$ cat src/rtl/sem_pkg.sv
`timescale 1ns / 1ps
// ----------------------------------------------------------------------------
// Sobel edge magnitude package
// Field widths, register indexes, reset values and default sizes shared by
// the channel interfaces and the modules of the edge magnitude block.
// ----------------------------------------------------------------------------
package sem_pkg;

	localparam int PIXEL_FIELD_BITS   = 8;
	localparam int MAG_BITS           = 11;
	localparam int FRAME_WIDTH_BITS   = 11;
	localparam int FRAME_HEIGHT_BITS  = 16;
	localparam int CFG_INDEX_BITS     = 1;
	localparam int CFG_DATA_BITS      = 16;

	localparam int DEF_MAX_WIDTH      = 1024;
	localparam int DEF_PIXEL_BITS     = 8;
	localparam int QUEUE_DEPTH        = 4;

	localparam logic [FRAME_WIDTH_BITS-1:0]  RESET_FRAME_WIDTH  = 11'd640;
	localparam logic [FRAME_HEIGHT_BITS-1:0] RESET_FRAME_HEIGHT = 16'd480;

	typedef enum logic [CFG_INDEX_BITS-1:0] {
		REG_FRAME_WIDTH  = 1'b0,
		REG_FRAME_HEIGHT = 1'b1
	} cfg_reg_t;

endpackage

$ cat src/rtl/sem_queue.sv
`timescale 1ns / 1ps
// ----------------------------------------------------------------------------
// Sobel window queue
// Short first-in first-out buffer between the front end and the magnitude
// pipeline.
// ----------------------------------------------------------------------------
module sem_queue #(
	parameter int DATA_BITS = 8 * sem_pkg::DEF_PIXEL_BITS + 2
) (
	input  logic                 clk,
	input  logic                 arst_n,
	input  logic                 push,
	input  logic [DATA_BITS-1:0] push_data,
	output logic                 full,
	input  logic                 pop,
	output logic                 valid,
	output logic [DATA_BITS-1:0] pop_data
);
	import sem_pkg::*;

	localparam int DEPTH = QUEUE_DEPTH;
	localparam int PW    = $clog2(DEPTH);
	localparam int NW    = $clog2(DEPTH + 1);

	logic [DATA_BITS-1:0] mem_q [DEPTH];
	logic [PW-1:0]        wr_ptr_q;
	logic [PW-1:0]        rd_ptr_q;
	logic [NW-1:0]        count_q;
	logic                 do_push;
	logic                 do_pop;

	assign full     = (count_q == NW'(DEPTH));
	assign valid    = (count_q != '0);
	assign pop_data = mem_q[rd_ptr_q];
	assign do_push  = push && !full;
	assign do_pop   = pop && valid;

	always_ff @(posedge clk or negedge arst_n) begin
		if (!arst_n) begin
			wr_ptr_q <= '0;
			rd_ptr_q <= '0;
			count_q  <= '0;
		end else begin
			if (do_push) begin
				wr_ptr_q <= (wr_ptr_q == PW'(DEPTH - 1)) ? '0 : wr_ptr_q + PW'(1);
			end
			if (do_pop) begin
				rd_ptr_q <= (rd_ptr_q == PW'(DEPTH - 1)) ? '0 : rd_ptr_q + PW'(1);
			end
			if (do_push && !do_pop) begin
				count_q <= count_q + NW'(1);
			end else if (do_pop && !do_push) begin
				count_q <= count_q - NW'(1);
			end
		end
	end

	always_ff @(posedge clk) begin
		if (do_push) begin
			mem_q[wr_ptr_q] <= push_data;
		end
	end

endmodule

$ cat config.mk
export PLATFORM = sky130hd
export DESIGN_NAME = sem_queue
export DESIGN_NICKNAME = d
export VERILOG_FILES = /design/src/rtl/sem_pkg.sv /design/src/rtl/sem_queue.sv
export SDC_FILE = /design/constraint.sdc
export NUM_CORES = 1
export LEC_CHECK = 0
export ABC_AREA = 1
export BUFFER_PORTS_ARGS = -buffer_cell sky130_fd_sc_hd__buf_2
export CAP_MARGIN = 20
export CORE_UTILIZATION = 28
export DETAILED_ROUTE_END_ITERATION = 12
export PLACE_DENSITY = 0.52
export SYNTH_ARGS = -nofsm -noshare
export SYNTH_HDL_FRONTEND = slang
export SYNTH_SLANG_ARGS = --single-unit
$ cat constraint.sdc
create_clock -name clk -period 4.1 [get_ports clk]
set_clock_uncertainty 0.1 [all_clocks]
set_input_delay 0.41 -clock clk [delete_from_list [all_inputs] [get_ports clk]]
set_output_delay 0.41 -clock clk [all_outputs]
set_load 0.05 [all_outputs]
# ---- Word-level counts from Yosys, hierarchy flattened
# Memories as Yosys holds them, arrays and structs flattened.
# Cells that the tools add are included.
# W data, S select, Z words.
dict set report word_totals {
  in_bits 70
  mem_bits_rw 264
  n_memories 1
  reg_bits 7
  output_inout_bits 68
}
dict set report classes {
  reduce_logical 9
  muxes 6
  eq_ne 3
  addsub 4
}
# name depth width rd rd_ports_with_merged_regs wr line
set memory_table {}
lappend memory_table {mem_q 4 66 1 0 1 sem_queue.sv:25} ;# logic [DATA_BITS-1:0] mem_q [DEPTH];
# op count
set ops {}
lappend ops {{$mux W3} 2}
lappend ops {{$add A2 B1 Y2 const B} 2}
lappend ops {{$eq A2 B2 Y1 const B} 2}
lappend ops {{$logic_and A1 B1 Y1} 4}
lappend ops {{$mux W2} 2}
lappend ops {{$add A3 B1 Y3 const B} 1}
lappend ops {{$eq A3 B3 Y1 const B} 1}
lappend ops {{$logic_not A1 Y1} 3}
lappend ops {{$reduce_bool A3 Y1} 1}
lappend ops {{$sub A3 B1 Y3 const B} 1}
lappend ops {{$mux W1} 2}
lappend ops {{$reduce_bool A2 Y1} 1}

# ---- Logic depth before layout (Yosys ltp)
dict set report depth {
  ltp_word 7
  mapped_depth 12
  mapped_depth_nobuf 12
}

# ---- Least setup slack after synthesis
# No wires, ideal clock.
dict set report synth_path {
  path_type {register to register}
  start {reg count_q[0]}
  end {mem mem_q[0][0] (netlist bit) (enable)}
  path_slack_ps 25
  synth_period_minus_slack_ps 4075
  path_buffers 0
  setup_time_ps 491
  t_arrival_ps 3484
  required_ps 3509
  stages_incl_launch_ff 5
  cell_sequence {dfrtp_1 inv_1 nand3_1 nand2_1 nor2_1}
}
dict set report synth_via {
  elab_chain_len 5
}
# item line
set synth_rtl {}
lappend synth_rtl {{start, declared} sem_queue.sv:28} ;# logic [NW-1:0] count_q;
lappend synth_rtl {{start signal, assigned} sem_queue.sv:51} ;# count_q <= count_q + NW'(1);
lappend synth_rtl {{start signal, assigned} sem_queue.sv:53} ;# count_q <= count_q - NW'(1);
lappend synth_rtl {{$eq A3 B3 Y1} sem_queue.sv:32} ;# assign full = (count_q == NW'(DEPTH));
lappend synth_rtl {{$logic_not A1 Y1} sem_queue.sv:35} ;# assign do_push = push && !full;
lappend synth_rtl {{$logic_and A1 B1 Y1} sem_queue.sv:35}
lappend synth_rtl {{$mux W1} sem_queue.sv:59} ;# if (do_push) begin
lappend synth_rtl {{$mux W1 (implied by the code)} sem_queue.sv:60} ;# mem_q[wr_ptr_q] <= push_data;
lappend synth_rtl {{end, declared} sem_queue.sv:25}
# Every way passes these cells.

# ---- Worst setup path in the final report
dict set report layout_path {
  start {reg rd_ptr_q[0]}
  end {out pop_data[40]}
}
dict set report layout_via {
  elab_chain_len 1
}
# item line
set layout_rtl {}
lappend layout_rtl {{start, declared} sem_queue.sv:27} ;# logic [PW-1:0] rd_ptr_q;
lappend layout_rtl {{start signal, assigned} sem_queue.sv:48} ;# rd_ptr_q <= (rd_ptr_q == PW'(DEPTH - 1)) ? '0 : rd_ptr_q + PW'(1);
lappend layout_rtl {{$mem_v2 Z4 W66} -}
lappend layout_rtl {{end, declared} sem_queue.sv:17} ;# output logic [DATA_BITS-1:0] pop_data
# Every way passes these cells.

==> impl_metrics.py <==
metrics = {
    "power_and_ir_drop": {
        "vdd_drop_max_v": 0.000477,
        "leakage_nw": 5.41,
        "powerDensity_nw_per_um2": 797,
    },
    "finish": {
        "drive_gt1_frac": 0.190,
        "fin_nets": 1113,
        "fin_cells": 1579,
        "syn2layout_area_growth_pct": 24.9,
    },
    "sta": {
        "setup_viol": 0,
        "period_needed_ns": 3.10,
        "rsz0062_at_grt": "false",
        "hold_viol_final": 0,
        "max_slew_margin": 0.300,
        "finalMaxSlewViolations": 0,
        "fin_tns_setup_ns": 0,
        "max_slew.worst_pin.slew_ns": 1.05,
        "max_freq_mhz": 323,
        "hold_ws_ns": 0.164,
        "timing.final.crit_share": 0.755,
    },
    "synthesis": {
        "synth.distinct_cells": 18,
        "synth_nets": 908,
        "syn_area_sq_um": 11000,
        "synth_cells": 831,
        "syn_avg_cell_area_sq_um": 13.3,
        "synth_seq_area_share": 0.734,
        "ys_warn_count": 0,
        "yosys_register_bits": 271,
    },
    "clock_tree": {
        "cts_buffers": 31,
        "cts_tree": "built",
        "cts_hold_buf": 69,
        "cts_setup_buffers": 0,
        "cts.path.max_buffers": 3,
        "clk_latency_ns": 0.58,
        "post_cts_resized": 0,
        "cts_sinks": 271,
        "clk_pin_slew_ns": 0.06,
        "htreeDepth": 1,
        "ctsRootBufferMaster": "clkbuf_16",
    },
    "drt": {
        "drt-initial-drc-count": 285,
        "dr.pass1.iters": 7,
        "avgViaCountPerCell": 4.19,
        "drtAntennaViolNets": 0,
        "wl_per_cell_um": 14.8,
        "vias": 6619,
        "wl_mm": 23.3,
        "drc": 0,
    },
    "critical_path": {
        "endpoint_kind": "output pin",
        "startpoint_type": "register",
        "path_max_fanout": 103,
        "cp.required_ns": 3.59,
        "cp.arrival_ns": 2.59,
        "crit_type": "reg -> out",
    },
    "global_route": {
        "antenna_found_initial": 4,
        "grt_overflow": 0,
        "grt_max_degree": 104,
        "grt_first_pass_wirelength_mm": 36.9,
        "grt_usage": 0.117,
        "grt_pass1_vias": 6583,
    },
    "floorplanning": {
        "start_util": 0.285,
        "placementRows": 72,
        "core_sq_um": 38700,
        "die-area_sq_um": 40200,
        "die_x_um": 201,
        "die_h_um": 201,
        "ios": 138,
    },
    "place": {
        "portBuffers": 137,
        "place_inst": 1451,
        "dpl.hpwl_mm": 12.9,
        "place_congestion": 0.689,
    },
    "outcome": {
        "outcome": "finished, final reports clean",
    },
    "run": {
        "cap_violations": 0,
    },
    "min_path": {
        "min_path_type": "in -> async",
    },
}
[Yosys cell counts]
master | n | area (sq um)
dfrtp_1 | 7 | 175
buf_6 | 29 | 327
clkbuf_1 | 3 | 11.3
buf_2 | 7 | 35.0
fa_1 | 1 | 20.0
nand4_1 | 1 | 6.26
buf_4 | 6 | 45.0
xnor2_1 | 1 | 8.76
nand3_1 | 7 | 35.0
nor2_1 | 6 | 22.5
inv_1 | 146 | 548
o211ai_2 | 2 | 25.0
nand2_1 | 213 | 800
inv_2 | 1 | 3.75
o211ai_1 | 130 | 976
edfxtp_1 | 264 | 7930
o21ai_0 | 1 | 5.00
ha_1 | 6 | 75.1
[layout make-up]
class	instances	area (sq um)
diodes	3	7.51
clock buffers	36	795
clock inverters	19	164
fillers	3789	24900
inverters	147	552
multi-input cells	368	2000
flip-flops and latches	271	8110
well taps	518	648
repair buffers	217	1520
[kinds of logic after synthesis]
family / Yosys count / synth area share
AO/OA/AOI/OAI: 133 / 0.0911
XOR/XNOR: 1 / 0.000793
adder cells (fa/ha/maj): 7 / 0.00861
buffers and inverters: 192 / 0.0878
flip-flops: 271 / 0.734
AND/OR/NAND/NOR: 227 / 0.0782
[worst max-delay path, stage by stage, from the launching register on]
cell	delay, ns
dfrtp_4	0.88
buf_12	0.41
o211ai_1	0.18
nand2_1	0.17
buf_2	0.28
[registers in the layout, indices dropped and copies added, names as in the netlist]
register	count
rd_ptr_q	2
wr_ptr_q	2
count_q	3
mem_q	264
[metal layers]
layer | part of all wire | vias to the layer above | wire (um) | GRT usage
met5 | 0.00056 | - | 13 | 0
li1 | - | 3301 | - | -
met4 | 0.026 | 2 | 602 | 0.0398
met1 | 0.47 | 3171 | 10900 | 0.153
met3 | 0.042 | 41 | 981 | 0.0218
met2 | 0.46 | 104 | 10800 | 0.195
[stage by stage]
step	area, sq um	total power [W]	utilization	worst slack [ns]
after CTS	13800	0.0112	0.355	0.941
after global placement	12100	0.00846	0.313	1.57
after global routing	13800	0.0116	0.356	0.825
after detailed placement	12100	0.00849	0.313	1.58
final	13800	0.0110	0.356	1.00
after floorplan	11000	0.00755	-	0.0249
[layout by cell type (no fill, tap or decap), types with 5 or more instances in the layout]
master           n
buf_4            7
clkinv_2         6
buf_2          137
clkbuf_1         5
dlygate4sd3_1   69
nand3_1          7
dfrtp_1          5
o211ai_1       130
inv_1          146
clkinv_1         6
nand2_1        213
edfxtp_1       264
ha_1             6
clkbuf_16       31
[power by group]
part / switching (W) / leakage [nW] / internal, W
Clock: 0.00108 / 0.464 / 0.00151
Combinational: 0.00349 / 2.44 / 0.00105
Sequential: 0.000218 / 2.50 / 0.00364
[final timing paths]
kind                              from            to  slack (ns)  depth (start not counted)
setup / recovery           rd_ptr_q[0]  pop_data[40]        1.00                          4
setup reg to reg            count_q[0]  mem_q[1][37]        1.64                          5
hold reg to reg             count_q[2]    count_q[2]        0.40                          2
min in group clk            count_q[2]    count_q[2]        0.40                          2
max in group asynchronous       arst_n   rd_ptr_q[0]        3.55                          2
hold / removal                  arst_n    count_q[1]        0.16                          2
No activity file was read; power rests on OpenSTA's default activity.
