`src/rtl/sem_pkg.sv`:
```
`timescale 1ns / 1ps
// ----------------------------------------------------------------------------
// Sobel edge magnitude package
// Field widths, register indexes, reset values and default sizes shared by
// the channel interfaces and the modules of the edge magnitude block.
// ----------------------------------------------------------------------------
package sem_pkg;

	localparam int PIXEL_FIELD_BITS   = 8;
	localparam int MAG_BITS           = 11;
	localparam int FRAME_WIDTH_BITS   = 11;
	localparam int FRAME_HEIGHT_BITS  = 16;
	localparam int CFG_INDEX_BITS     = 1;
	localparam int CFG_DATA_BITS      = 16;

	localparam int DEF_MAX_WIDTH      = 1024;
	localparam int DEF_PIXEL_BITS     = 8;
	localparam int QUEUE_DEPTH        = 4;

	localparam logic [FRAME_WIDTH_BITS-1:0]  RESET_FRAME_WIDTH  = 11'd640;
	localparam logic [FRAME_HEIGHT_BITS-1:0] RESET_FRAME_HEIGHT = 16'd480;

	typedef enum logic [CFG_INDEX_BITS-1:0] {
		REG_FRAME_WIDTH  = 1'b0,
		REG_FRAME_HEIGHT = 1'b1
	} cfg_reg_t;

endpackage

```
`src/rtl/sem_result_if.sv`:
```
`timescale 1ns / 1ps
// ----------------------------------------------------------------------------
// Result channel
// Valid/ready channel that carries one edge magnitude and its end of frame flag.
// ----------------------------------------------------------------------------
interface sem_result_if;
	import sem_pkg::*;

	logic                valid;
	logic                ready;
	logic [MAG_BITS-1:0] edge_magnitude;
	logic                frame_last;

	modport source (output valid, output edge_magnitude, output frame_last, input ready);
	modport sink (input valid, input edge_magnitude, input frame_last, output ready);
endinterface

```
`src/rtl/sem_back.sv`:
```
`timescale 1ns / 1ps
// ----------------------------------------------------------------------------
// Sobel magnitude pipeline
// Forms both gradients, squares and sums them and takes the integer square
// root one result bit per stage. The whole pipeline holds while a result waits.
// ----------------------------------------------------------------------------
module sem_back #(
	parameter int PIXEL_BITS = sem_pkg::DEF_PIXEL_BITS
) (
	input  logic                    clk,
	input  logic                    arst_n,
	input  logic                    q_valid,
	input  logic [8*PIXEL_BITS+1:0] q_data,
	output logic                    q_pop,
	sem_result_if.source            results
);
	import sem_pkg::*;

	localparam int PB  = PIXEL_BITS;
	localparam int AB  = PB + 2;
	localparam int SQB = 2 * AB;
	localparam int RB  = PB + 3;
	localparam int SB  = 2 * RB;

	logic                 en;
	logic [PB-1:0]        p00, p01, p02, p10, p12, p20, p21, p22;
	logic                 interior;
	logic                 last;
	logic [AB-1:0]        gx_pos, gx_neg, gy_pos, gy_neg;
	logic signed [AB:0]   gx, gy;
	logic [AB-1:0]        abs_gx, abs_gy;

	logic                 valid_s1, valid_s2, valid_s3;
	logic                 last_s1, last_s2, last_s3;
	logic [AB-1:0]        abs_gx_s1, abs_gy_s1;
	logic [SQB-1:0]       sq_gx_s2, sq_gy_s2;
	logic [SB-1:0]        sum_s3;

	logic [RB-1:0]        rt_vld_q;
	logic                 rt_last_q [RB];
	logic [RB-1:0]        rt_root_q [RB];
	logic [RB:0]          rt_rem_q  [RB-1];
	logic [SB-1:0]        rt_rad_q  [RB-1];

	assign en    = !rt_vld_q[RB-1] || results.ready;
	assign q_pop = q_valid && en;

	assign p22      = q_data[1*PB-1:0*PB];
	assign p21      = q_data[2*PB-1:1*PB];
	assign p20      = q_data[3*PB-1:2*PB];
	assign p12      = q_data[4*PB-1:3*PB];
	assign p10      = q_data[5*PB-1:4*PB];
	assign p02      = q_data[6*PB-1:5*PB];
	assign p01      = q_data[7*PB-1:6*PB];
	assign p00      = q_data[8*PB-1:7*PB];
	assign last     = q_data[8*PB];
	assign interior = q_data[8*PB+1];

	always_comb begin
		gx_pos = AB'(p02) + (AB'(p12) << 1) + AB'(p22);
		gx_neg = AB'(p00) + (AB'(p10) << 1) + AB'(p20);
		gy_pos = AB'(p20) + (AB'(p21) << 1) + AB'(p22);
		gy_neg = AB'(p00) + (AB'(p01) << 1) + AB'(p02);
		gx     = $signed({1'b0, gx_pos}) - $signed({1'b0, gx_neg});
		gy     = $signed({1'b0, gy_pos}) - $signed({1'b0, gy_neg});
		abs_gx = gx[AB] ? AB'(-gx) : AB'(gx);
		abs_gy = gy[AB] ? AB'(-gy) : AB'(gy);
		if (!interior) begin
			abs_gx = '0;
			abs_gy = '0;
		end
	end

	always_ff @(posedge clk or negedge arst_n) begin
		if (!arst_n) begin
			valid_s1 <= 1'b0;
			valid_s2 <= 1'b0;
			valid_s3 <= 1'b0;
		end else if (en) begin
			valid_s1 <= q_valid;
			valid_s2 <= valid_s1;
			valid_s3 <= valid_s2;
		end
	end

	always_ff @(posedge clk) begin
		if (en) begin
			abs_gx_s1 <= abs_gx;
			abs_gy_s1 <= abs_gy;
			last_s1   <= last;
			sq_gx_s2  <= abs_gx_s1 * abs_gx_s1;
			sq_gy_s2  <= abs_gy_s1 * abs_gy_s1;
			last_s2   <= last_s1;
			sum_s3    <= SB'(sq_gx_s2) + SB'(sq_gy_s2);
			last_s3   <= last_s2;
		end
	end

	// Restoring square root: each stage brings down two radicand bits and
	// settles one root bit, most significant first.
	for (genvar k = 0; k < RB; k++) begin : g_root
		logic [RB:0]   rem_in;
		logic [RB-1:0] root_in;
		logic [SB-1:0] rad_in;
		logic          vld_in;
		logic          last_in;
		logic [RB+2:0] cat;
		logic [RB+2:0] trial;
		logic          fit;

		if (k == 0) begin : g_first
			assign rem_in  = '0;
			assign root_in = '0;
			assign rad_in  = sum_s3;
			assign vld_in  = valid_s3;
			assign last_in = last_s3;
		end else begin : g_next
			assign rem_in  = rt_rem_q[k-1];
			assign root_in = rt_root_q[k-1];
			assign rad_in  = rt_rad_q[k-1];
			assign vld_in  = rt_vld_q[k-1];
			assign last_in = rt_last_q[k-1];
		end

		assign cat   = {rem_in, rad_in[2*(RB-1-k)+1 -: 2]};
		assign trial = (RB+3)'({root_in, 2'b01});
		assign fit   = (cat >= trial);

		always_ff @(posedge clk or negedge arst_n) begin
			if (!arst_n) begin
				rt_vld_q[k] <= 1'b0;
			end else if (en) begin
				rt_vld_q[k] <= vld_in;
			end
		end

		always_ff @(posedge clk) begin
			if (en) begin
				rt_root_q[k] <= {root_in[RB-2:0], fit};
				rt_last_q[k] <= last_in;
			end
		end

		if (k < RB - 1) begin : g_carry
			always_ff @(posedge clk) begin
				if (en) begin
					rt_rem_q[k] <= fit ? (RB+1)'(cat - trial) : cat[RB:0];
					rt_rad_q[k] <= rad_in;
				end
			end
		end
	end

	assign results.valid          = rt_vld_q[RB-1];
	assign results.edge_magnitude = MAG_BITS'(32'(rt_root_q[RB-1]));
	assign results.frame_last     = rt_last_q[RB-1];

endmodule

```
`src/flat_wrapper.sv`:
```
// flat-port wrapper written by rule: the top's interface ports become plain ports
module sem_back_flat import sem_pkg::*;
#(
	parameter int PIXEL_BITS = sem_pkg::DEF_PIXEL_BITS
)
  (clk, arst_n, q_valid, q_data, q_pop, results_valid, results_edge_magnitude, results_frame_last, results_ready);
  sem_result_if results_i ();
  input  logic clk;
  input  logic arst_n;
  input  logic q_valid;
  input  logic [8*PIXEL_BITS+1:0] q_data;
  output logic q_pop;
  output wire logic [$bits(results_i.valid)-1:0] results_valid;
  output wire logic [$bits(results_i.edge_magnitude)-1:0] results_edge_magnitude;
  output wire logic [$bits(results_i.frame_last)-1:0] results_frame_last;
  input wire logic [$bits(results_i.ready)-1:0] results_ready;
  assign results_valid = results_i.valid;
  assign results_edge_magnitude = results_i.edge_magnitude;
  assign results_frame_last = results_i.frame_last;
  assign results_i.ready = results_ready;
  sem_back #(.PIXEL_BITS(PIXEL_BITS)) u_core (.clk(clk), .arst_n(arst_n), .q_valid(q_valid), .q_data(q_data), .q_pop(q_pop), .results(results_i));
endmodule
```
`config.mk`:
```
export PLATFORM = sky130hd
export DESIGN_NAME = sem_back_flat
export DESIGN_NICKNAME = d
export VERILOG_FILES = /design/src/rtl/sem_pkg.sv /design/src/rtl/sem_result_if.sv /design/src/rtl/sem_back.sv /design/src/flat_wrapper.sv
export SDC_FILE = /design/constraint.sdc
export NUM_CORES = 1
export LEC_CHECK = 0
export BUFFER_PORTS_ARGS = -buffer_cell sky130_fd_sc_hd__buf_2
export CAP_MARGIN = 10
export CORE_MARGIN = 3
export CORE_UTILIZATION = 40
export CTS_CLUSTER_SIZE = 25
export DETAILED_ROUTE_END_ITERATION = 16
export GPL_TIMING_DRIVEN = 0
export MAX_ROUTING_LAYER = met4
export PLACE_DENSITY_LB_ADDON = 0.25
export RECOVER_POWER = 50
export SYNTH_ARGS = -nofsm -noshare
export SYNTH_HDL_FRONTEND = slang
export SYNTH_SLANG_ARGS = --single-unit
```
`constraint.sdc`:
```
create_clock -name clk -period 31.7 [get_ports clk]
set_clock_uncertainty 0.2 [all_clocks]
set_input_delay 1.585 -clock clk [delete_from_list [all_inputs] [get_ports clk]]
set_output_delay 1.585 -clock clk [all_outputs]
set_load 0.03 [all_outputs]
```
Yosys cells after proc, flatten, opt, wreduce, memory -nomap -nowiden
Memories as Yosys holds them, arrays and structs flattened.
Index checks and enable logic that the tools add are counted.

cells by class
  add/subtract/negate cells = 23
  multipliers = 2
  $lt $le $gt $ge = 11
  mux-type cells = 14
  reductions and logical operators = 3

operator list
  kind                                                               count
  greater-or-equal comparator 14 x 13 -> 1 bit                       10
  two-way mux 12 bit                                                 10
  subtractor 12 bit                                                  9
  adder 10 x 8 -> 10 bit                                             4
  adder 8 x 9 -> 10 bit                                              4
  multiplier 10 x 10 -> 20 bit                                       2
  subtractor 10 x 10 -> 11 bit                                       2
  adder 20 x 20 -> 21 bit                                            1
  two-way mux 10 bit                                                 2
  negator 10 bit                                                     2
  subtractor 2 x 1 -> 3 bit, second input constant                   1
  greater-or-equal comparator 2 x 1 -> 1 bit, second input constant  1
  two-way mux 1 bit                                                  2
  logical AND 1 bit                                                  1
  zero test 1 bit                                                    1
  logical OR 1 bit                                                   1

storage, ports and cells
  bits in registers = 99
  memory bits (writable) = 472
  input bits = 70
  output and inout bits = 14
  memories = 4

memory list
  name              words  width  read ports  clocked after Yosys merged registers in  write ports  RTL line        RTL
  u_core.rt_rad_q   10     22     10          0                                        10           sem_back.sv:43  logic [SB-1:0] rt_rad_q [RB-1];
  u_core.rt_root_q  11     11     11          0                                        11           sem_back.sv:41  logic [RB-1:0] rt_root_q [RB];
  u_core.rt_rem_q   10     12     10          0                                        10           sem_back.sv:42  logic [RB:0] rt_rem_q [RB-1];
  u_core.rt_last_q  11     1      11          0                                        11           sem_back.sv:40  logic rt_last_q [RB];

Depth between registers and ports, before layout
  depth after elaboration = 5
  depth in mapped cells = 20

Least setup slack after synthesis
OpenSTA, ideal clock, no wires.

  kind = input -> output
  start point = input results_ready
  end point = output q_pop
  arrival time = 13394 ps
  setup slack = 16521 ps
  stages = 4
  path buffers = 2
  cell sequence = nand2b_1 -> clkbuf_1 -> clkbuf_1 -> and2_1

on the way
  word-level cells in the longest chain between the ends = 2

ends and longest elaborated chain
  item               RTL line            RTL
  start, declared    flat_wrapper.sv:16  input wire logic [$bits(results_i.ready)-1:0] results_ready;
  logical OR 1 bit   sem_back.sv:45      assign en = !rt_vld_q[RB-1] || results.ready;
  logical AND 1 bit  sem_back.sv:46      assign q_pop = q_valid && en;
  end, declared      flat_wrapper.sv:12  output logic q_pop;

Every way passes these cells.

==> metrics <==
status=complete, but fails checks; failing checks=capacitance limit, slew limit; Max Transition Viols Final=77; Data arrival, critical path=6.42 ns; largest net degree at the start of global routing=70; Pre-antenna DRT Iters=7; row cnt=90; dpl ws=25.65 ns; Final Hold Viols=0; Synth Area in Compound Gates=8.49%; CP peak stage delay=1.92 ns; data required time of the worst path=31.73 ns; Seq/Total Area, Yosys=46.5%; vias per inst=4.88; CP startpoint=results_ready; Seq cells post-synth=389; WL met3=1530 um; PnR worst setup slack=25.31 ns; Worst Hold End=u_core.rt_rad_q[1][13]; DR iter-0 viols=787; setup violators final=0; syn avg cell area=11.8 sq um; register area=11600 sq um; vias in the first global route=15800; total core area=61000 sq um; post-DP HPWL=33300 um; GPL Wtd Cong=0.853; DR vias=15200; Max clock buf depth=3; worst flop-to-flop path startpoint=u_core.abs_gy_s1[0]; Fill cells=5642; DRC=0; top cell type's share of synthesized area=45.1%; port buffer count=83; Top Metal Used=met4; layout cell share with drive strength beyond 1=7.77%; hold path depth=0; R2R Setup Slk=25.80 ns; Worst Hold Launch=u_core.rt_rad_q[0][13]; Setup crit end kind=register; GRT overflow=0; top cells by area, synth=edfxtp_1, fa_1, ha_1, inv_1, xnor2_1; first-pass GRT wire length=74400 um; gr usage total=14.0%; CTS tree=yes; multiplexer share of the synthesized area=1.68%; Synth Instances=2110; Die ar.=65400 sq um; setup TNS=0 ns; DRT met1 WL=18300 um; top_reg_cell synth=edfxtp_1; # hold bufs at CTS=0; critical path, cell by cell=buf_2 > nand2b_1 > clkbuf_1 > clkbuf_1 > clkbuf_1 > buf_16 > buf_16 > buf_16; CP max stage cell=clkbuf_1; Max Cap Viol=2; total detailed-routing wirelength=43500 um; area of the multi-input gates=11700 sq um; Syn Nets=2551; Synth Area in Simple Gates=8.79%; asr flop ratio synth=3.60%; Max Clk Rate=157 MHz; H-tree lvl count=2; Post-CTS Repair Setup Buffers=0; area of the mapped netlist=25000 sq um; Clk Latency, worst-skew pair=0.57 ns; Min-Delay Path Class=register to register; area growth from synthesis to layout=11.8%; cts repair resizes=0; FF-to-FF End=u_core.sq_gy_s2[18]; initial core utilization=40.9%; post-synthesis adder-cell area fraction=23.3%; Setup crit start kind=input pin; initial antenna violation count=0; warnings from Yosys=0; Die Width=256 um; Routed WL per cell=14.0 um; io pins=84; Inserted Diodes=0; DR WL met2=22500 um; Netlist cell types=78; kind of critical path=input pin to register; largest family of logic cells by synthesized area=adder cells; Die H=256 um; Clock transition at path regs=0.06 ns; Root Driver=clkbuf_16; fin crit share=20.1%; Synth Area in XOR/XNOR=4.88%; Net count, final=2685; minimum clock period=6.39 ns; worst-margin pin slew=2.60 ns; CTS buffer count=43; Post-DRT Antenna Nets=0; Post-synth EDFFs=375; CP Max Fanout=69; Reg2Reg Depth=16; largest area contributor in the netlist=edfxtp_1; CTS sink count=389; Max-slew headroom=-73.5%; RSZ-0062 raised after global routing=no
[registers in the layout, summed over array words and instances (netlist names)]
signal                 cells
u_core.results.valid       1
u_core.rt_last_q          11
u_core.valid_s1            1
u_core.valid_s2            1
u_core.sq_gx_s2           19
u_core.last_s1             1
u_core.last_s2             1
u_core.sq_gy_s2           19
u_core.g_root.rad_in      21
u_core.g_root.last_in      1
u_core.g_root.vld_in      11
u_core.rt_rem_q          106
u_core.abs_gx_s1          10
u_core.rt_root_q          60
u_core.abs_gy_s1          10
u_core.rt_rad_q          116
[logic make-up (layout without fill, tap and decap cells)]
family	Yosys count	after routing
and+or+nand+nor	429	429
buffers and inverters	418	586
DFF	389	389
adders and majority gates	371	371
AOI/OAI and AO/OA	325	325
xor gates and xnor gates	139	139
muxes	38	38
other	1	1
[per-stage QoR]
step	instance area (sq um)	util, %	instances	hold WS [ns]
after floorplan	25000	-	2110	0.200
after global placement	26400	43.3	3021	0.201
after detailed placement	26600	43.5	3027	0.205
after CTS	28000	45.9	3106	0.211
after global routing	27900	45.7	3106	0.214
final	27900	45.7	3106	0.214
[critical path: cells and delay by family]
family        cells  cell delay [ns]
buf+inv           7             4.63
simple gates      1             0.09
[per-layer routing]
| layer | vias up | GRT usage [%] |
|---|---|---|
| li1 | 7494 | - |
| met1 | 7363 | 16.3 |
| met2 | 227 | 24.8 |
| met3 | 86 | 2.29 |
| met4 | 0 | 4.32 |
| met5 | - | - |
[synthesized netlist by cell type, types with 37 or more instances]
cell        n
nand2_1    99
nor2_1    102
fa_1      156
and2_1     60
a21oi_1    95
nor3_1     37
o21ai_0    64
xor2_1     61
ha_1      215
xnor2_1    78
inv_1     385
edfxtp_1  375
[worst max path at each step]
stage	end	slack [ns]
finish	u_core.rt_root_q[4][1]	25.31
CTS	u_core.sq_gy_s2[18]	25.79
floorplan	q_pop	16.52
detailed placement	u_core.abs_gx_s1[9]	25.65
global route	u_core.rt_rem_q[4][0]	24.81
global placement	q_pop	12.59
[final cells by class]
| class | instances | share of cell area [%] |
|---|---|---|
| Multi-Input combinational cell | 1303 | 42.0 |
| Sequential cell | 389 | 41.6 |
| Inverter | 386 | 5.19 |
| Clock buffer | 47 | 3.91 |
| Tap cell | 828 | 3.71 |
| Timing Repair Buffer | 89 | 1.93 |
| Clock inverter | 32 | 1.15 |
| Buffer | 32 | 0.435 |
[cells in the final DEF (no fill, tap or decap), types with 17 or more instances in the layout]
| master | count |
|---|---|
| a21o_1 | 35 |
| clkbuf_1 | 50 |
| xor2_1 | 61 |
| nand2b_1 | 17 |
| nor3_1 | 37 |
| ha_1 | 215 |
| fa_1 | 156 |
| mux2_2 | 22 |
| and2_1 | 56 |
| nand3_1 | 17 |
| a21oi_1 | 95 |
| nor2_1 | 102 |
| nor2b_1 | 18 |
| edfxtp_1 | 375 |
| o21a_1 | 35 |
| xnor2_1 | 78 |
| nand2_1 | 99 |
| buf_2 | 70 |
| o21ai_0 | 71 |
| clkbuf_16 | 43 |
| inv_1 | 385 |
Power is left out: the tool's default activity adds up to more than one toggle a clock period on the data nets, which glitch-free logic cannot reach.
